## src/rtl/evlhp_pkg.sv

```systemverilog
// Types and constants of the Ethernet/VLAN/IPv4/L4 header parser.
// No dependencies.
package evlhp_pkg;

    localparam logic [15:0] ETH_IPV4  = 16'h0800;
    localparam logic [15:0] ETH_VLAN  = 16'h8100;
    localparam logic [7:0]  PROTO_TCP = 8'h06;
    localparam logic [7:0]  PROTO_UDP = 8'h11;

    localparam logic [15:0] HTTP_PORT_RESET  = 16'd80;
    localparam logic [7:0]  HTTP_FLAGS_RESET = 8'h18;

    localparam logic [5:0] OFFSET_MAX = 6'd63;

    localparam logic CFG_HTTP_PORT  = 1'b0;
    localparam logic CFG_HTTP_FLAGS = 1'b1;

    localparam logic [2:0] ST_OTHER_TYPE = 3'd0;
    localparam logic [2:0] ST_IPV4_OTHER = 3'd1;
    localparam logic [2:0] ST_TCP        = 3'd2;
    localparam logic [2:0] ST_HTTP       = 3'd3;
    localparam logic [2:0] ST_UDP        = 3'd4;
    localparam logic [2:0] ST_TRUNCATED  = 3'd5;

    typedef struct packed {
        logic [7:0] frame_byte;
        logic       frame_end;
    } in_word_t;

    typedef struct packed {
        logic [15:0] ether_type;
        logic        vlan_tagged;
        logic [2:0]  vlan_priority;
        logic        vlan_cfi;
        logic [11:0] vlan_id;
        logic [7:0]  ip_protocol;
        logic [31:0] source_address;
        logic [31:0] destination_address;
        logic [15:0] source_port;
        logic [15:0] destination_port;
        logic [7:0]  tcp_flag_bits;
        logic [2:0]  status;
    } out_word_t;

    typedef struct packed {
        logic [15:0] outer_type;
        logic [15:0] tag_word;
        logic [15:0] inner_type;
        logic [7:0]  protocol;
        logic [31:0] src_addr;
        logic [31:0] dst_addr;
        logic [15:0] sport;
        logic [15:0] dport;
        logic [7:0]  flags;
    } frame_fields_t;

endpackage

```

## src/rtl/ethernet_vlan_ipv4_l4_header_parser.sv

```systemverilog
// Ethernet/802.1Q/IPv4/TCP-UDP header parser, top level.
// Depends on evlhp_pkg, evlhp_field_capture and evlhp_summary.
//
//   port group | dir | word          | moves when
//   s_         | in  | in_word_t     | s_valid && s_ready, one frame byte
//   m_         | out | out_word_t    | m_valid && m_ready, one summary per frame
//   cfg_       | in  | index + data  | cfg_wr_en high, no wait
//
// One byte per cycle; the summary shows in the cycle after the last byte.
// The offset compare and field load of the capture registers set that rate.
// A held summary stalls only the next last byte; other bytes still go in.
// Synchronous active-low reset clears the frame state and the output valid.
module ethernet_vlan_ipv4_l4_header_parser (
    input  logic                 aclk,
    input  logic                 aresetn,
    input  logic                 s_valid,
    output logic                 s_ready,
    input  evlhp_pkg::in_word_t  s_data,
    output logic                 m_valid,
    input  logic                 m_ready,
    output evlhp_pkg::out_word_t m_data,
    input  logic                 cfg_wr_en,
    input  logic                 cfg_index,
    input  logic [15:0]          cfg_wdata
);
    import evlhp_pkg::*;

    logic          accept;
    frame_fields_t fields_next;
    logic [6:0]    byte_count;
    out_word_t     summary;
    logic          m_valid_reg;
    out_word_t     m_data_reg;
    logic [15:0]   http_port_reg;
    logic [7:0]    http_flags_reg;

    assign s_ready = m_ready || !m_valid_reg || !s_data.frame_end;
    assign accept  = s_valid && s_ready;

    evlhp_field_capture u_capture (
        .aclk        (aclk),
        .aresetn     (aresetn),
        .accept      (accept),
        .in_word     (s_data),
        .fields_next (fields_next),
        .byte_count  (byte_count)
    );

    evlhp_summary u_summary (
        .fields     (fields_next),
        .byte_count (byte_count),
        .http_port  (http_port_reg),
        .http_flags (http_flags_reg),
        .summary    (summary)
    );

    always_ff @(posedge aclk) begin
        if (!aresetn) begin
            http_port_reg  <= HTTP_PORT_RESET;
            http_flags_reg <= HTTP_FLAGS_RESET;
        end else if (cfg_wr_en) begin
            case (cfg_index)
                CFG_HTTP_PORT:  http_port_reg  <= cfg_wdata;
                CFG_HTTP_FLAGS: http_flags_reg <= cfg_wdata[7:0];
                default: ;
            endcase
        end
    end

    always_ff @(posedge aclk) begin
        if (!aresetn) begin
            m_valid_reg <= 1'b0;
        end else if (accept && s_data.frame_end) begin
            m_valid_reg <= 1'b1;
        end else if (m_ready) begin
            m_valid_reg <= 1'b0;
        end
    end

    always_ff @(posedge aclk) begin
        if (accept && s_data.frame_end) begin
            m_data_reg <= summary;
        end
    end

    assign m_valid = m_valid_reg;
    assign m_data  = m_data_reg;

endmodule

```

## src/rtl/evlhp_field_capture.sv

```systemverilog
// Per-frame byte offset and header field registers of the parser.
// Depends on evlhp_pkg.
module evlhp_field_capture (
    input  logic                    aclk,
    input  logic                    aresetn,
    input  logic                    accept,
    input  evlhp_pkg::in_word_t     in_word,
    output evlhp_pkg::frame_fields_t fields_next,
    output logic [6:0]              byte_count
);
    import evlhp_pkg::*;

    logic [5:0]    offset_reg;
    logic [5:0]    offset_next;
    frame_fields_t fields_reg;
    logic          has_tag;
    logic [5:0]    ip_base;
    logic [5:0]    rel;
    logic [7:0]    b;

    assign b       = in_word.frame_byte;
    assign has_tag = (fields_reg.outer_type == ETH_VLAN);
    assign ip_base = has_tag ? 6'd18 : 6'd14;
    assign rel     = offset_reg - ip_base;

    always_comb begin
        fields_next = fields_reg;
        if (offset_reg == 6'd12 || offset_reg == 6'd13) begin
            fields_next.outer_type = {fields_reg.outer_type[7:0], b};
        end else if (offset_reg >= 6'd14) begin
            if (has_tag && (offset_reg == 6'd14 || offset_reg == 6'd15)) begin
                fields_next.tag_word = {fields_reg.tag_word[7:0], b};
            end else if (has_tag && (offset_reg == 6'd16 || offset_reg == 6'd17)) begin
                fields_next.inner_type = {fields_reg.inner_type[7:0], b};
            end else if (offset_reg >= ip_base) begin
                if (rel == 6'd9) begin
                    fields_next.protocol = b;
                end else if (rel >= 6'd12 && rel <= 6'd15) begin
                    fields_next.src_addr = {fields_reg.src_addr[23:0], b};
                end else if (rel >= 6'd16 && rel <= 6'd19) begin
                    fields_next.dst_addr = {fields_reg.dst_addr[23:0], b};
                end else if (rel == 6'd20 || rel == 6'd21) begin
                    fields_next.sport = {fields_reg.sport[7:0], b};
                end else if (rel == 6'd22 || rel == 6'd23) begin
                    fields_next.dport = {fields_reg.dport[7:0], b};
                end else if (rel == 6'd33) begin
                    fields_next.flags = b;
                end
            end
        end
    end

    assign offset_next = (offset_reg < OFFSET_MAX) ? offset_reg + 6'd1 : OFFSET_MAX;
    assign byte_count  = {1'b0, offset_reg} + 7'd1;

    always_ff @(posedge aclk) begin
        if (!aresetn) begin
            offset_reg <= '0;
            fields_reg <= '0;
        end else if (accept) begin
            if (in_word.frame_end) begin
                offset_reg <= '0;
                fields_reg <= '0;
            end else begin
                offset_reg <= offset_next;
                fields_reg <= fields_next;
            end
        end
    end

endmodule

```

## src/rtl/evlhp_summary.sv

```systemverilog
// Builds the frame summary word from the captured header fields.
// Depends on evlhp_pkg.
module evlhp_summary (
    input  evlhp_pkg::frame_fields_t fields,
    input  logic [6:0]               byte_count,
    input  logic [15:0]              http_port,
    input  logic [7:0]               http_flags,
    output evlhp_pkg::out_word_t     summary
);
    import evlhp_pkg::*;

    logic        has_tag;
    logic [6:0]  ip_base;
    logic [15:0] et;

    assign has_tag = (fields.outer_type == ETH_VLAN);
    assign ip_base = has_tag ? 7'd18 : 7'd14;
    assign et      = has_tag ? fields.inner_type : fields.outer_type;

    always_comb begin
        summary = '0;
        if (byte_count < ip_base) begin
            summary.status = ST_TRUNCATED;
        end else if (et != ETH_IPV4) begin
            summary.ether_type = et;
            summary.status     = ST_OTHER_TYPE;
        end else if (byte_count < ip_base + 7'd20) begin
            summary.status = ST_TRUNCATED;
        end else if (fields.protocol == PROTO_TCP && byte_count < ip_base + 7'd40) begin
            summary.status = ST_TRUNCATED;
        end else if (fields.protocol == PROTO_UDP && byte_count < ip_base + 7'd28) begin
            summary.status = ST_TRUNCATED;
        end else begin
            summary.ether_type          = et;
            summary.ip_protocol         = fields.protocol;
            summary.source_address      = fields.src_addr;
            summary.destination_address = fields.dst_addr;
            if (fields.protocol == PROTO_TCP) begin
                summary.source_port      = fields.sport;
                summary.destination_port = fields.dport;
                summary.tcp_flag_bits    = fields.flags;
                if (!has_tag && fields.flags == http_flags && fields.dport == http_port) begin
                    summary.status = ST_HTTP;
                end else begin
                    summary.status = ST_TCP;
                end
            end else if (fields.protocol == PROTO_UDP) begin
                summary.source_port      = fields.sport;
                summary.destination_port = fields.dport;
                summary.status           = ST_UDP;
            end else begin
                summary.status = ST_IPV4_OTHER;
            end
        end
        if (summary.status != ST_TRUNCATED && has_tag) begin
            summary.vlan_tagged   = 1'b1;
            summary.vlan_priority = fields.tag_word[15:13];
            summary.vlan_cfi      = fields.tag_word[12];
            summary.vlan_id       = fields.tag_word[11:0];
        end
    end

endmodule

```

## config.mk

```make
export PLATFORM = sky130hd
export DESIGN_NAME = ethernet_vlan_ipv4_l4_header_parser
export DESIGN_NICKNAME = d
export VERILOG_FILES = /design/src/rtl/evlhp_pkg.sv /design/src/rtl/ethernet_vlan_ipv4_l4_header_parser.sv /design/src/rtl/evlhp_field_capture.sv /design/src/rtl/evlhp_summary.sv
export SDC_FILE = /design/constraint.sdc
export NUM_CORES = 1
export LEC_CHECK = 0
export BUFFER_PORTS_ARGS = -buffer_cell sky130_fd_sc_hd__clkbuf_2
export CAP_MARGIN = 0
export CORE_UTILIZATION = 45
export CTS_BUF_LIST = sky130_fd_sc_hd__clkbuf_8
export DETAILED_ROUTE_END_ITERATION = 10
export HOLD_SLACK_MARGIN = 0.05
export PLACE_DENSITY = 0.67
export SETUP_SLACK_MARGIN = 0.15
export SYNTH_ARGS = -nofsm -noshare
export SYNTH_HDL_FRONTEND = slang
export SYNTH_SLANG_ARGS = --single-unit
```

## constraint.sdc

```tcl
create_clock -name aclk -period 5.38 [get_ports aclk]
set_input_delay 0.538 -clock aclk [delete_from_list [all_inputs] [get_ports aclk]]
set_output_delay 0.538 -clock aclk [all_outputs]
set_load 0.005 [all_outputs]
```

==> results_dict.tcl <==
set metrics [dict create \
    grt_overflow_total 0 \
    nets 1829 \
    setup_viol 0 \
    final_core_util_pct 52.7 \
    top_layer "met4" \
    cts_buffers 55 \
    hold_violations 0 \
    htreeDepth 2 \
    crit_slowest_cell "or3_1" \
    syn_to_final_growth_pct 15.1 \
    coreArea_sq_mm 0.0345 \
    drive_gt1_share_pct 19.3 \
    gp_congestion 0.995 \
    r2r_setup_slack_ps 510 \
    met1Wirelength_um 20600 \
    dr.pass1.iters 5 \
    required_ps 5820 \
    endpoint_kind "register" \
    grt_max_degree 192 \
    p_leak_nw 6.00 \
    cpPeakStageDelay_ps 620 \
    yosys.area.top_type "edfxtp_1" \
    cpLargestDelayFamily "simple AND/OR/NAND/NOR gates" \
    yosysTopAreaCellShare_pct 28.1 \
    post-route-drc-count 0 \
    reg2reg_depth 15 \
    hold_class "in2reg" \
    wl_um 45800 \
    status "complete, no violations" \
    start_util_pct 45.8 \
    largest_register_ffs 160 \
    ys_async_sr_fraction_pct 0 \
    crit_buf_inv 3 \
    place_inst 2182 \
    fp-row-count 68 \
    worstSkewPairLatency_ps 610 \
    setup_tns_ps 0 \
    synth_top_cells_by_area "edfxtp_1 28%, dfxtp_1 24%, a22oi_1 7.9%, nor2b_1 7.1%, nand2_1 7.0%" \
    vias 13000 \
    synth_seq_area_share_pct 52.3 \
    drv_cap 0 \
    max_freq_ghz 0.205 \
    hold_depth 3 \
    worstMarginPinSlew_ps 1210 \
    ys_types 75 \
    drtAntennaViolNets 0 \
    hpwl_um 29400 \
    synthCells 1626 \
    hp-start "cfg_wdata[10]" \
    routed_via_density 5.70 \
    port_buffers 180 \
    startpoint_type "register" \
    ios 181 \
    synth_edf_count 148 \
    wl_met2_um 20700 \
    die_height_um 190 \
    cts.hold.buffers_added 0 \
    cp.arrival_ps 5320 \
    power.density_mw_per_mm2 288 \
    drtIter0Drc 1314 \
    grt_pass1_vias 12100 \
    syn_area_sq_mm 0.0158 \
    cp_cell_sequence "nor4b_1 -> nand4_1 -> buf_4 -> inv_1 -> ha_1 -> a21o_1 -> a21oi_1 -> xnor2_1 -> nand4b_1 -> buf_4 -> or3_1 -> mux2_2 -> a2111oi_0 -> nand4_1 -> a22oi_1" \
    cts_tree "yes" \
    crit_fanout 21 \
    holdPathEnd "http_port_reg[10]$_SDFFE_PN0P_" \
    cts_resized 0 \
    syn_area_per_cell_sq_um 9.73 \
    cts-root-buf "clkbuf_8" \
    peakVddDrop_mv 0.169 \
    grt_pass1_wl_um 69800 \
    yosysWarnings 0 \
    synth_ff_type "dfxtp_1" \
    diodes 0 \
    fin_crit_sh_pct 90.6 \
    rr_startpoint "u_capture.fields_reg[153]$_SDFFE_PN0P_" \
    wl_met3_um 3010 \
    synth.most_common_cell "nand2_1" \
    instances_no_fill 2286 \
    syn_nets 1671 \
    wl_per_cell_um 20.0 \
    max-slew-margin-rel_pct 18.9 \
    grt_usage_pct 24.9 \
    yosys-top-cells-count "294 x nand2_1, 191 x dfxtp_1, 180 x nor2b_1, 167 x a22oi_1, 148 x edfxtp_1" \
    rsz0062_at_grt "false" \
    cts_max_path_buffers 3 \
    ys_ff_latch 339 \
    antenna_found_initial 0 \
    cts_setup_buffers 0 \
    slew_violations 0 \
    crit_type "reg2reg" \
    r2r-end "m_data[0]$_DFFE_PP_" \
    period_minus_slack_ps 4870 \
    die_w_um 190 \
    finClkSkew_ps 16.4 \
    cts.sinks 339 \
    path_clk_slew_ps 60 \
    fp.dieArea_sq_mm 0.0359 \
]
==> cells by family (layout without fill, tap and decap cells) <==
group                    after synthesis  in the layout  synth area share (%)
AO/OA/AOI/OAI                        407            407                  17.5
XOR/XNOR                              28             28                  1.55
multiplexers                          37             37                  2.38
AND/OR/NAND/NOR                      652            652                  21.0
buffers and inverters                149            354                  4.14
adder cells (fa/ha/maj)               14             14                  1.15
flip-flops                           339            339                  52.3
==> stage by stage <==
| step | setup WS, ps | total power [W] | area (sq um) | hold WS (ps) |
|---|---|---|---|---|
| 5_1_grt | 214 | 0.00542 | 18200 | 167 |
| 3_3_place_gp | 808 | 0.00310 | 17100 | 456 |
| 2_1_floorplan | 1350 | 0.00296 | 15800 | 441 |
| 4_1_cts | 511 | 0.00528 | 18200 | 142 |
| 3_5_place_dp | 533 | 0.00310 | 17100 | 458 |
| 6_report | 508 | 0.00524 | 18200 | 174 |
==> layout by cell type, fill, tap and decap left out, types with 4 or more instances in the layout <==
cell       synthesis  final
nor2_1            59     59
nand2_1          294    294
nor2b_1          180    180
o21ai_0           12     12
xnor2_1            9      9
clkbuf_2           0    179
inv_1             30     56
clkbuf_8           0     69
a21oi_1          121    121
nor3_1            14     13
a21oi_2           10     10
and3_1             6      5
mux2_2             5      5
nand3_1           13     13
a2111oi_0          4      4
nand4_1            5      5
a211oi_1           5      5
a311oi_1           4      4
mux2i_1           32     32
a21boi_0          23     23
or3_1              6      5
xor2_1            19     19
o211ai_1           5      5
nand2b_1          11     10
nor4_1            16     15
o22ai_1            6      6
dfxtp_1          191    191
nor2_4            16     16
nor4_2             3      4
buf_4              2     38
o21ai_1           10      8
ha_1              13     13
a22oi_1          167    167
and2_1             6      6
clkinv_2           0      6
a21o_1             4      4
a31oi_1            6      6
edfxtp_1         148    148
==> how the worst max path moves through the flow <==
stage / startpoint / endpoint / cells after the start
floorplan: s_data[4] / m_data[119]$_SDFFCE_PN0P_ / 17
CTS: u_capture.fields_reg[153]$_SDFFE_PN0P_ / m_data[0]$_DFFE_PP_ / 15
finish: u_capture.fields_reg[153]$_SDFFE_PN0P_ / m_data[0]$_DFFE_PP_ / 15
detailed placement: u_capture.fields_reg[153]$_SDFFE_PN0P_ / m_data[0]$_DFFE_PP_ / 15
global placement: u_capture.fields_reg[153]$_SDFFE_PN0P_ / m_data[0]$_DFFE_PP_ / 15
global route: u_capture.fields_reg[153]$_SDFFE_PN0P_ / m_data[0]$_DFFE_PP_ / 15
==> per-layer routing <==
layer,track usage (%),up-vias
li1,-,6108
met2,38.5,523
met5,0,-
met4,9.62,0
met1,34.8,6310
met3,4.19,96
==> power by group <==
| part | total, W | internal [W] | leakage (nW) | switching [W] |
|---|---|---|---|---|
| sequential | 0.00277 | 0.00274 | 2.86 | 0.0000304 |
| combinational | 0.000279 | 0.0000938 | 2.47 | 0.000185 |
| clock | 0.00219 | 0.00115 | 0.664 | 0.00104 |
==> tightest hold or removal path, cell delays in order <==
cell	delay, ps
clkbuf_2	80
nand2_1	40
a21boi_0	60
==> final cells by class <==
class / count / area [sq um]
timing repair buffer: 220 / 1230
fill: 3226 / 16300
sequential: 339 / 8270
tap: 455 / 569
multi-input combinational: 1138 / 6930
inverter: 30 / 113
clock buffer: 69 / 950
clock inverter: 35 / 148
Power figures use the tool's default switching activity.
